**config.mk**
```make
export PLATFORM = sky130hd
export DESIGN_NAME = voip_frame_header_parser_top_flat
export DESIGN_NICKNAME = d
export VERILOG_FILES = /design/src/hw/rtl/vfhp_pkg.sv /design/src/hw/rtl/vfhp_in_if.sv /design/src/hw/rtl/vfhp_out_if.sv /design/src/hw/rtl/vfhp_parser.sv /design/src/hw/rtl/vfhp_out_fifo.sv /design/src/hw/rtl/voip_frame_header_parser_top.sv /design/src/flat_wrapper.sv
export SDC_FILE = /design/constraint.sdc
export NUM_CORES = 2
export LEC_CHECK = 0
export BUFFER_PORTS_ARGS = -buffer_cell sky130_fd_sc_hd__buf_4
export CAP_MARGIN = 5
export CORE_AREA = 4 4 471 473
export DETAILED_ROUTE_END_ITERATION = 16
export DIE_AREA = 0 0 475 477
export PLACE_DENSITY = 0.45
export SYNTH_ARGS = -nofsm -noshare
export SYNTH_HDL_FRONTEND = slang
export SYNTH_SLANG_ARGS = --single-unit
```
**constraint.sdc**
```tcl
create_clock -name i_clk -period 20 [get_ports i_clk]
set_clock_uncertainty 0.05 [all_clocks]
set_input_delay 1 -clock i_clk [delete_from_list [all_inputs] [get_ports i_clk]]
set_output_delay 1 -clock i_clk [all_outputs]
set_load 0.005 [all_outputs]
```
**src/hw/rtl/vfhp_pkg.sv**
```systemverilog
`default_nettype none
// ----------------------------------------------------------------------------
// vfhp_pkg
// Shared types and constants of the frame header parser.
// ----------------------------------------------------------------------------
package vfhp_pkg;

    localparam int MaxPacket = 4096;
    localparam int LenW      = 13;
    localparam int OffW      = 12;
    localparam int HdrBytes  = 12;
    localparam int FifoDepth = 8;
    localparam int FifoAw    = $clog2(FifoDepth);
    localparam int FifoCw    = $clog2(FifoDepth + 1);

    localparam logic [7:0] TypeIax = 8'd6;

    localparam logic [2:0] StOk        = 3'd0;
    localparam logic [2:0] StShortFull = 3'd1;
    localparam logic [2:0] StShortMini = 3'd2;
    localparam logic [2:0] StShortMeta = 3'd3;
    localparam logic [2:0] StUnkMeta   = 3'd4;
    localparam logic [2:0] StOverrun   = 3'd5;
    localparam logic [2:0] StStray     = 3'd6;

    localparam logic [1:0] ShellUndef = 2'd0;
    localparam logic [1:0] ShellFull  = 2'd1;
    localparam logic [1:0] ShellMini  = 2'd2;
    localparam logic [1:0] ShellMeta  = 2'd3;

    localparam logic RecSummary = 1'b0;
    localparam logic RecElement = 1'b1;

    typedef struct packed {
        logic [7:0]      data_byte;
        logic [LenW-1:0] packet_length;
    } t_in_item;

    typedef struct packed {
        logic            record_kind;
        logic [2:0]      status;
        logic [1:0]      frame_shell;
        logic [14:0]     source_call;
        logic [15:0]     dest_word;
        logic [31:0]     time_stamp;
        logic [7:0]      out_seq;
        logic [7:0]      in_seq;
        logic [7:0]      item_code;
        logic [7:0]      subclass_byte;
        logic [LenW-1:0] item_length;
        logic [OffW-1:0] item_offset;
    } t_out_item;

    // Up to two records produced by one packet byte, in delivery order.
    typedef struct packed {
        logic      first_valid;
        t_out_item first;
        logic      second_valid;
        t_out_item second;
    } t_push;

endpackage
`default_nettype wire

```
**src/hw/rtl/vfhp_in_if.sv**
```systemverilog
`default_nettype none
// ----------------------------------------------------------------------------
// vfhp_in_if
// Valid/ready channel carrying one packet byte and the packet length.
// ----------------------------------------------------------------------------
interface vfhp_in_if import vfhp_pkg::*; ();
    logic     valid;
    logic     ready;
    t_in_item data;

    modport source (output valid, output data, input ready);
    modport sink   (input valid, input data, output ready);
endinterface
`default_nettype wire

```
**src/hw/rtl/vfhp_out_if.sv**
```systemverilog
`default_nettype none
// ----------------------------------------------------------------------------
// vfhp_out_if
// Valid/ready channel carrying one descriptor or frame summary record.
// ----------------------------------------------------------------------------
interface vfhp_out_if import vfhp_pkg::*; ();
    logic      valid;
    logic      ready;
    t_out_item data;

    modport source (output valid, output data, input ready);
    modport sink   (input valid, input data, output ready);
endinterface
`default_nettype wire

```
**src/hw/rtl/vfhp_parser.sv**
```systemverilog
`default_nettype none
// ----------------------------------------------------------------------------
// vfhp_parser
// Input register, per-packet parse state and record builder.
// ----------------------------------------------------------------------------
module vfhp_parser import vfhp_pkg::*; (
    input  wire logic     i_clk,
    input  wire logic     i_rst_n,
    input  wire logic     i_valid,
    input  wire t_in_item i_item,
    output t_push         o_push
);

    localparam logic [1:0] PhHeader = 2'd0;
    localparam logic [1:0] PhType   = 2'd1;
    localparam logic [1:0] PhLen    = 2'd2;
    localparam logic [1:0] PhData   = 2'd3;

    logic            r_in_valid;
    t_in_item        r_in;
    logic [LenW-1:0] r_byte_index, n_byte_index;
    logic [7:0]      r_hdr [HdrBytes];
    logic [1:0]      r_phase, n_phase;
    logic [7:0]      r_remaining, n_remaining;
    logic [7:0]      r_elem_type, n_elem_type;
    logic [2:0]      r_err, n_err;

    logic [LenW-1:0] len_eff;
    logic [LenW-1:0] idx_p1;
    logic            last;
    logic [LenW-1:0] rem;
    logic [7:0]      b;
    logic [7:0]      h [HdrBytes];
    logic            desc_valid;
    t_out_item       desc;
    t_out_item       summ;

    // register the accepted byte
    always_ff @(posedge i_clk) begin
        if (!i_rst_n) begin
            r_in_valid <= 1'b0;
        end else begin
            r_in_valid <= i_valid;
        end
        if (i_valid) begin
            r_in <= i_item;
        end
    end

    always_comb begin
        b = r_in.data_byte;
        if (r_in.packet_length > LenW'(MaxPacket)) begin
            len_eff = LenW'(MaxPacket);
        end else if (r_in.packet_length == '0) begin
            len_eff = LenW'(1);
        end else begin
            len_eff = r_in.packet_length;
        end
        idx_p1 = r_byte_index + LenW'(1);
        last   = (idx_p1 >= len_eff);
        rem    = last ? '0 : (len_eff - idx_p1);

        // header view including the byte in hand
        for (int k = 0; k < HdrBytes; k++) begin
            h[k] = (r_byte_index == LenW'(k)) ? b : r_hdr[k];
        end

        n_byte_index = idx_p1;
        n_phase      = r_phase;
        n_remaining  = r_remaining;
        n_elem_type  = r_elem_type;
        n_err        = r_err;
        desc_valid   = 1'b0;

        if (r_byte_index == LenW'(HdrBytes - 1)) begin
            if (r_hdr[0][7] && (r_hdr[10] == TypeIax)) begin
                n_phase = PhType;
            end
        end else if ((r_byte_index >= LenW'(HdrBytes)) && (r_err == StOk)) begin
            case (r_phase)
                PhType: begin
                    n_elem_type = b;
                    if (last) begin
                        n_err   = StStray;
                        n_phase = PhHeader;
                    end else begin
                        n_phase = PhLen;
                    end
                end
                PhLen: begin
                    if ({{(LenW-8){1'b0}}, b} > rem) begin
                        n_err   = StOverrun;
                        n_phase = PhHeader;
                    end else begin
                        desc_valid = 1'b1;
                        if (b == 8'd0) begin
                            n_phase = PhType;
                        end else begin
                            n_remaining = b;
                            n_phase     = PhData;
                        end
                    end
                end
                PhData: begin
                    n_remaining = r_remaining - 8'd1;
                    if (n_remaining == 8'd0) begin
                        n_phase = PhType;
                    end
                end
                default: begin
                    n_phase = r_phase;
                end
            endcase
        end

        if (last) begin
            n_byte_index = '0;
            n_phase      = PhHeader;
            n_remaining  = '0;
            n_elem_type  = '0;
        end

        desc             = '0;
        desc.record_kind = RecElement;
        desc.frame_shell = ShellFull;
        desc.item_code   = r_elem_type;
        desc.item_length = {{(LenW-8){1'b0}}, b};
        desc.item_offset = idx_p1[OffW-1:0];

        summ = '0;
        summ.record_kind = RecSummary;
        if (h[0][7]) begin
            if (len_eff < LenW'(HdrBytes)) begin
                summ.status = StShortFull;
            end else begin
                summ.status        = n_err;
                summ.frame_shell   = ShellFull;
                summ.source_call   = {h[0][6:0], h[1]};
                summ.dest_word     = {h[2], h[3]};
                summ.time_stamp    = {h[4], h[5], h[6], h[7]};
                summ.out_seq       = h[8];
                summ.in_seq        = h[9];
                summ.item_code     = h[10];
                summ.subclass_byte = h[11];
                summ.item_length   = len_eff - LenW'(HdrBytes);
            end
        end else if ({h[0], h[1]} != 16'd0) begin
            summ.frame_shell = ShellMini;
            if (len_eff < LenW'(4)) begin
                summ.status = StShortMini;
            end else begin
                summ.source_call = {h[0][6:0], h[1]};
                summ.time_stamp  = {16'd0, h[2], h[3]};
                summ.item_length = len_eff - LenW'(4);
            end
        end else begin
            summ.frame_shell = ShellMeta;
            if (!h[2][7]) begin
                summ.status = StUnkMeta;
            end else if (len_eff <= LenW'(6)) begin
                summ.status = StShortMeta;
            end else begin
                summ.source_call = {h[2][6:0], h[3]};
                summ.time_stamp  = {16'd0, h[4], h[5]};
                summ.item_length = len_eff - LenW'(6);
            end
        end

        o_push.first_valid  = r_in_valid && (desc_valid || last);
        o_push.first        = desc_valid ? desc : summ;
        o_push.second_valid = r_in_valid && desc_valid && last;
        o_push.second       = summ;
    end

    always_ff @(posedge i_clk) begin
        if (!i_rst_n) begin
            r_byte_index <= '0;
            r_phase      <= PhHeader;
            r_remaining  <= '0;
            r_elem_type  <= '0;
            r_err        <= StOk;
        end else if (r_in_valid) begin
            r_byte_index <= n_byte_index;
            r_phase      <= n_phase;
            r_remaining  <= n_remaining;
            r_elem_type  <= n_elem_type;
            r_err        <= last ? StOk : n_err;
        end
    end

    // header bytes; cleared at packet end so unreached bytes read as zero
    always_ff @(posedge i_clk) begin
        for (int k = 0; k < HdrBytes; k++) begin
            if (!i_rst_n) begin
                r_hdr[k] <= '0;
            end else if (r_in_valid) begin
                if (last) begin
                    r_hdr[k] <= '0;
                end else if (r_byte_index == LenW'(k)) begin
                    r_hdr[k] <= b;
                end
            end
        end
    end

    a_last_rewinds: assert property (@(posedge i_clk) disable iff (!i_rst_n)
        (r_in_valid && last) |=> (r_byte_index == '0 && r_phase == PhHeader))
        else $error("byte index not rewound after last byte");

    a_data_nonzero: assert property (@(posedge i_clk) disable iff (!i_rst_n)
        (r_phase == PhData) |-> (r_remaining != 8'd0))
        else $error("data phase with no bytes left");

    a_second_after_first: assert property (@(posedge i_clk) disable iff (!i_rst_n)
        o_push.second_valid |-> (o_push.first_valid &&
                                 o_push.first.record_kind == RecElement))
        else $error("second record without a descriptor ahead of it");

endmodule
`default_nettype wire

```
**src/hw/rtl/vfhp_out_fifo.sv**
```systemverilog
`default_nettype none
// ----------------------------------------------------------------------------
// vfhp_out_fifo
// Record queue with two write slots per cycle and one read port.
// ----------------------------------------------------------------------------
module vfhp_out_fifo import vfhp_pkg::*; (
    input  wire logic      i_clk,
    input  wire logic      i_rst_n,
    input  wire t_push     i_push,
    input  wire logic      i_pop,
    output t_out_item      o_head,
    output logic           o_valid,
    output logic [FifoCw-1:0] o_count
);

    t_out_item         r_mem [FifoDepth];
    logic [FifoAw-1:0] r_wp, n_wp;
    logic [FifoAw-1:0] r_rp;
    logic [FifoCw-1:0] r_count;
    logic [1:0]        push_n;
    logic              pop_ok;

    always_comb begin
        push_n  = {1'b0, i_push.first_valid} + {1'b0, i_push.second_valid};
        pop_ok  = i_pop && (r_count != '0);
        n_wp    = r_wp + FifoAw'(push_n);
        o_valid = (r_count != '0);
        o_head  = r_mem[r_rp];
        o_count = r_count;
    end

    always_ff @(posedge i_clk) begin
        if (i_push.first_valid) begin
            r_mem[r_wp] <= i_push.first;
        end
        if (i_push.second_valid) begin
            r_mem[r_wp + FifoAw'(1)] <= i_push.second;
        end
    end

    always_ff @(posedge i_clk) begin
        if (!i_rst_n) begin
            r_wp    <= '0;
            r_rp    <= '0;
            r_count <= '0;
        end else begin
            r_wp    <= n_wp;
            if (pop_ok) begin
                r_rp <= r_rp + FifoAw'(1);
            end
            r_count <= r_count + FifoCw'(push_n) - FifoCw'(pop_ok);
        end
    end

    a_no_overflow: assert property (@(posedge i_clk) disable iff (!i_rst_n)
        (r_count + FifoCw'(push_n) - FifoCw'(pop_ok)) <= FifoCw'(FifoDepth))
        else $error("record queue overflow");

    a_count_bound: assert property (@(posedge i_clk) disable iff (!i_rst_n)
        r_count <= FifoCw'(FifoDepth))
        else $error("record count out of range");

endmodule
`default_nettype wire

```
**src/hw/rtl/voip_frame_header_parser_top.sv**
```systemverilog
`default_nettype none
// ----------------------------------------------------------------------------
// voip_frame_header_parser_top
// Streaming frame header parser: one packet byte in, descriptors and summary out.
// ----------------------------------------------------------------------------
// Throughput: one byte per cycle while ready is high; a byte may yield up to two records.
// Path: a record passes the input register, then is written to the 8-entry record
//   queue, from whose head it is offered.
// Ready drops only when the queue could not absorb two more records from the
//   byte in flight and the next one; a stalled consumer backs up into it.
// Reset: synchronous, active low; clears the parse state, header bytes and queue.
// ----------------------------------------------------------------------------
module voip_frame_header_parser_top import vfhp_pkg::*; (
    input  wire logic  i_clk,
    input  wire logic  i_rst_n,
    vfhp_in_if.sink    i_in,
    vfhp_out_if.source o_out
);

    t_push             push;
    logic [FifoCw-1:0] count;
    logic [1:0]        push_n;
    logic              accept;

    // admit a byte only if the pending byte's records and a full pair after it fit
    always_comb begin
        push_n     = {1'b0, push.first_valid} + {1'b0, push.second_valid};
        i_in.ready = ((count + FifoCw'(push_n)) <= FifoCw'(FifoDepth - 2));
        accept     = i_in.valid && i_in.ready;
    end

    vfhp_parser u_parser (
        .i_clk   (i_clk),
        .i_rst_n (i_rst_n),
        .i_valid (accept),
        .i_item  (i_in.data),
        .o_push  (push)
    );

    vfhp_out_fifo u_fifo (
        .i_clk   (i_clk),
        .i_rst_n (i_rst_n),
        .i_push  (push),
        .i_pop   (o_out.ready),
        .o_head  (o_out.data),
        .o_valid (o_out.valid),
        .o_count (count)
    );

    a_ready_room: assert property (@(posedge i_clk) disable iff (!i_rst_n)
        accept |-> (count <= FifoCw'(FifoDepth - 2)))
        else $error("byte accepted without queue room");

endmodule
`default_nettype wire

```
**src/flat_wrapper.sv**
```systemverilog
// flat-port wrapper written by rule: the top's interface ports become plain ports
module voip_frame_header_parser_top_flat import vfhp_pkg::*;
  (i_clk, i_rst_n, i_in_valid, i_in_data, i_in_ready, o_out_valid, o_out_data, o_out_ready);
  vfhp_in_if i_in_i ();
  vfhp_out_if o_out_i ();
  input  wire logic i_clk;
  input  wire logic i_rst_n;
  input wire logic [$bits(i_in_i.valid)-1:0] i_in_valid;
  input wire logic [$bits(i_in_i.data)-1:0] i_in_data;
  output wire logic [$bits(i_in_i.ready)-1:0] i_in_ready;
  output wire logic [$bits(o_out_i.valid)-1:0] o_out_valid;
  output wire logic [$bits(o_out_i.data)-1:0] o_out_data;
  input wire logic [$bits(o_out_i.ready)-1:0] o_out_ready;
  assign i_in_i.valid = i_in_valid;
  assign i_in_i.data = i_in_data;
  assign i_in_ready = i_in_i.ready;
  assign o_out_valid = o_out_i.valid;
  assign o_out_data = o_out_i.data;
  assign o_out_i.ready = o_out_ready;
  voip_frame_header_parser_top u_core (.i_clk(i_clk), .i_rst_n(i_rst_n), .i_in(i_in_i), .o_out(o_out_i));
endmodule
```
==> flow_summary.yaml <==
placed_design:
  dp_hpwl_um: 110600
  place_area_um2: 58560
  dp.cells: 6840
  gp_routability_congestion: 0.8332
  io_buffer_count: 152
timing:
  finalSetupTns_ns: 0
  finalMaxSlewViolations: 0
  finalCritPeriodShare_pct: 48.96
  worst_slew_pin_slew_ns: 1.203
  fmax_mhz: 102.1
  rsz0062_at_grt: "false"
  final.min_clock_period_ns: 9.791
  hold_viol: 0
  relSlewSlack_pct: 19.82
  setup_viol: 0
final_layout:
  final_cells: 7069
  final_common_cell: "edfxtp_1"
  mostFrequentLayoutCells: "1021 x edfxtp_1, 795 x nor2_1, 252 x mux4_2"
  area_growth_pct: 15.21
  design_area_um2: 62500
  post-route-util_pct: 28.81
  layout-drive-gt1-share_pct: 21.03
  fill_cells: 22070
  nNetsFinal: 4188
global_routing:
  grt_max_degree: 221
  grt_pass1_vias: 35680
  track_usage_pct: 16.02
  antenna_found_initial: 5
  grt-ovfl-total: 0
  grt_pass1_wl_um: 266700
cts:
  postCtsSetupRepairBufs: 0
  cts_hold_buffers: 0
  cts-root-buf: "clkbuf_16"
  cts_num_sinks: 1173
  ctsResizeCount: 0
  clkLatencyLatePin_ns: 0.76
  cts_buffers: 131
  cts_max_level: 4
  clkSlewWorstSetupHoldPaths_ns: 0.06
  clock_path_buffers: 3
  cts_tree: "done"
logic_synthesis:
  synth-xor-area-share_pct: 0.7750
  synthArstFlopShare_pct: 0
  ys_ff_latch: 1173
  synthDistinctLibCells: 83
  syn_nets: 4159
  synth.top_cell.area_share_pct: 56.52
  synth_area_per_cell_um2: 13.26
  yosys.area_share.simple_pct: 11.53
  synth_top_family_by_area: "multiplexers"
  ys_warn_count: 0
  syn_area_um2: 54250
  synthAdderAreaFrac_pct: 1.070
  synthMuxAreaShare_pct: 16.31
  synth_seq_area_share_pct: 62.13
  yosys-top-cells-area: "edfxtp_1 57%, mux4_2 10%, dfxtp_1 5.6%"
  synth_edf_count: 1021
  synthFlopType: "edfxtp_1"
  postSynthCellCount: 4091
  synth_area_leader_cell: "edfxtp_1"
  synth_compound_area_share_pct: 5.206
power_and_ir_drop:
  total_power_mw: 6.651
  worst_ir_drop_vdd_mv: 0.08705
  p_leak_nw: 20.50
  powerDensity_nw_per_um2: 106.4
routing:
  dr_total_vias: 34880
  first_pass_iters: 5
  post_drt_wl_per_cell_um: 26.12
  dr.first_iter.drc_count: 3326
  ant_nets: 0
  routed_via_density: 4.934
  routed_wl_um: 184600
  drc: 0
floorplan:
  core_um2: 217000
  io_pins: 153
  initial_core_util_pct: 25.00
  die_width_um: 475
  die_h_um: 477
  die-area_um2: 226600
  rows: 171
job:
  max_cap_violations: 0
critical_path:
  critPathMaxFanout: 10
  cp_slowest_cell: "or4b_1"
  slowest_delay_ns: 0.76
  worstSetupPathType: "flip-flop to output pin"
  cp.required_ns: 18.95
  end_kind: "output pin"
  cp.arrival_ns: 8.74
  critPathLaunchType: "flip-flop"
  r2r_cells: 27
  cp_common_cell: "ha_1"
worst_hold_path:
  hold_class: "input port to flip-flop"
  min_path_cells: 1
run_status:
  status: "finished clean"
-- worst paths after layout --
path / startpoint / slack, ns / endpoint
worst max-delay path: u_core.u_parser.r_byte_index[0]$_SDFFE_PN0P_ / 10.21 / i_in_ready
worst min-delay path: i_in_data[12] / 0.37 / u_core.u_parser.r_in[12]$_DFFE_PP_
worst max register to register: u_core.u_parser.r_byte_index[0]$_SDFFE_PN0P_ / 10.76 / u_core.u_fifo.r_mem[3][96]$_DFFE_PP_
worst min register to register: u_core.u_fifo.r_mem[2][125]$_SDFFE_PP0P_ / 0.40 / u_core.u_fifo.r_mem[2][125]$_SDFFE_PP0P_
-- layer usage --
| metal | global-route usage (%) | wire length [um] |
|---|---|---|
| met1 | 23.23 | 85190 |
| met2 | 25.30 | 86070 |
| met3 | 2.645 | 10470 |
| met4 | 3.061 | 2875 |
| met5 | 0 | 13 |
-- where the power goes --
part	switching (mW)	internal [mW]	total (mW)	leakage, nW
clock network	1.01	1.29	2.30	1.92
logic	0.964	0.630	1.59	7.82
registers	0.0508	2.71	2.76	10.8
total	2.02	4.63	6.65	20.5
-- cell families after synthesis --
group	after synthesis
AO/OA/AOI/OAI	431
multiplexers	551
flip-flops	1173
adder cells (fa/ha/maj)	45
buffers and inverters	412
AND/OR/NAND/NOR	1435
XOR/XNOR	44
-- registers in the layout, summed over array words and instances, names as in the netlist, 4 cells and up, named ones only --
name / count
u_core.u_fifo.o_count: 4
u_core.u_fifo.r_mem: 1008
u_core.u_parser.b: 8
u_core.u_parser.r_byte_index: 13
u_core.u_parser.r_elem_type: 8
u_core.u_parser.r_hdr: 96
u_core.u_parser.r_in: 13
u_core.u_parser.r_remaining: 8
-- metrics by stage --
stage,hold WS (ns),setup WS [ns]
floorplan,0.3712,10.88
global placement,0.3808,10.89
detailed placement,0.3853,10.86
CTS,0.3139,10.28
global route,0.3281,9.823
finish,0.3737,10.21
-- synthesized netlist by cell type, types with 9 or more instances --
master / number
clkbuf_1: 243
o22ai_1: 146
nor3_1: 232
o22a_1: 15
nor2b_1: 30
xor2_1: 14
inv_1: 57
a21boi_0: 11
nand2_1: 194
or2_2: 11
nand3_1: 28
a21oi_1: 87
nand4_1: 9
a22oi_1: 11
mux2i_1: 160
nor2_1: 795
buf_1: 64
a31o_2: 9
buf_2: 42
mux4_2: 252
a211oi_1: 15
edfxtp_1: 1021
nand2b_1: 31
a31oi_1: 10
o21ai_0: 50
xnor2_1: 27
nor4_1: 11
and3_1: 28
dfxtp_1: 152
mux2_2: 138
nor2_2: 9
and2_1: 22
ha_1: 40
-- worst max-delay path: cells and delay by family, from the launching register on --
kind / cells / cell delay, ns
buf+inv: 3 / 0.27
simple gates: 7 / 2.16
fa+ha+maj: 6 / 2.04
flops: 1 / 0.45
compound gates: 11 / 2.62
xor+xnor: 2 / 0.40
-- final cells by class --
type / count / area, um^2 / area share (%)
sequential: 1173 / 33710 / 53.94
timing repair buffer: 248 / 1887 / 3.019
antenna: 1 / 2.502 / 0.004004
inverter: 60 / 225.2 / 0.3603
clock buffer: 170 / 3530 / 5.647
tap: 2854 / 3571 / 5.713
multi-input combinational: 2506 / 19170 / 30.67
clock inverter: 57 / 400.4 / 0.6406
Note: power is estimated with default switching activity, not from simulation.
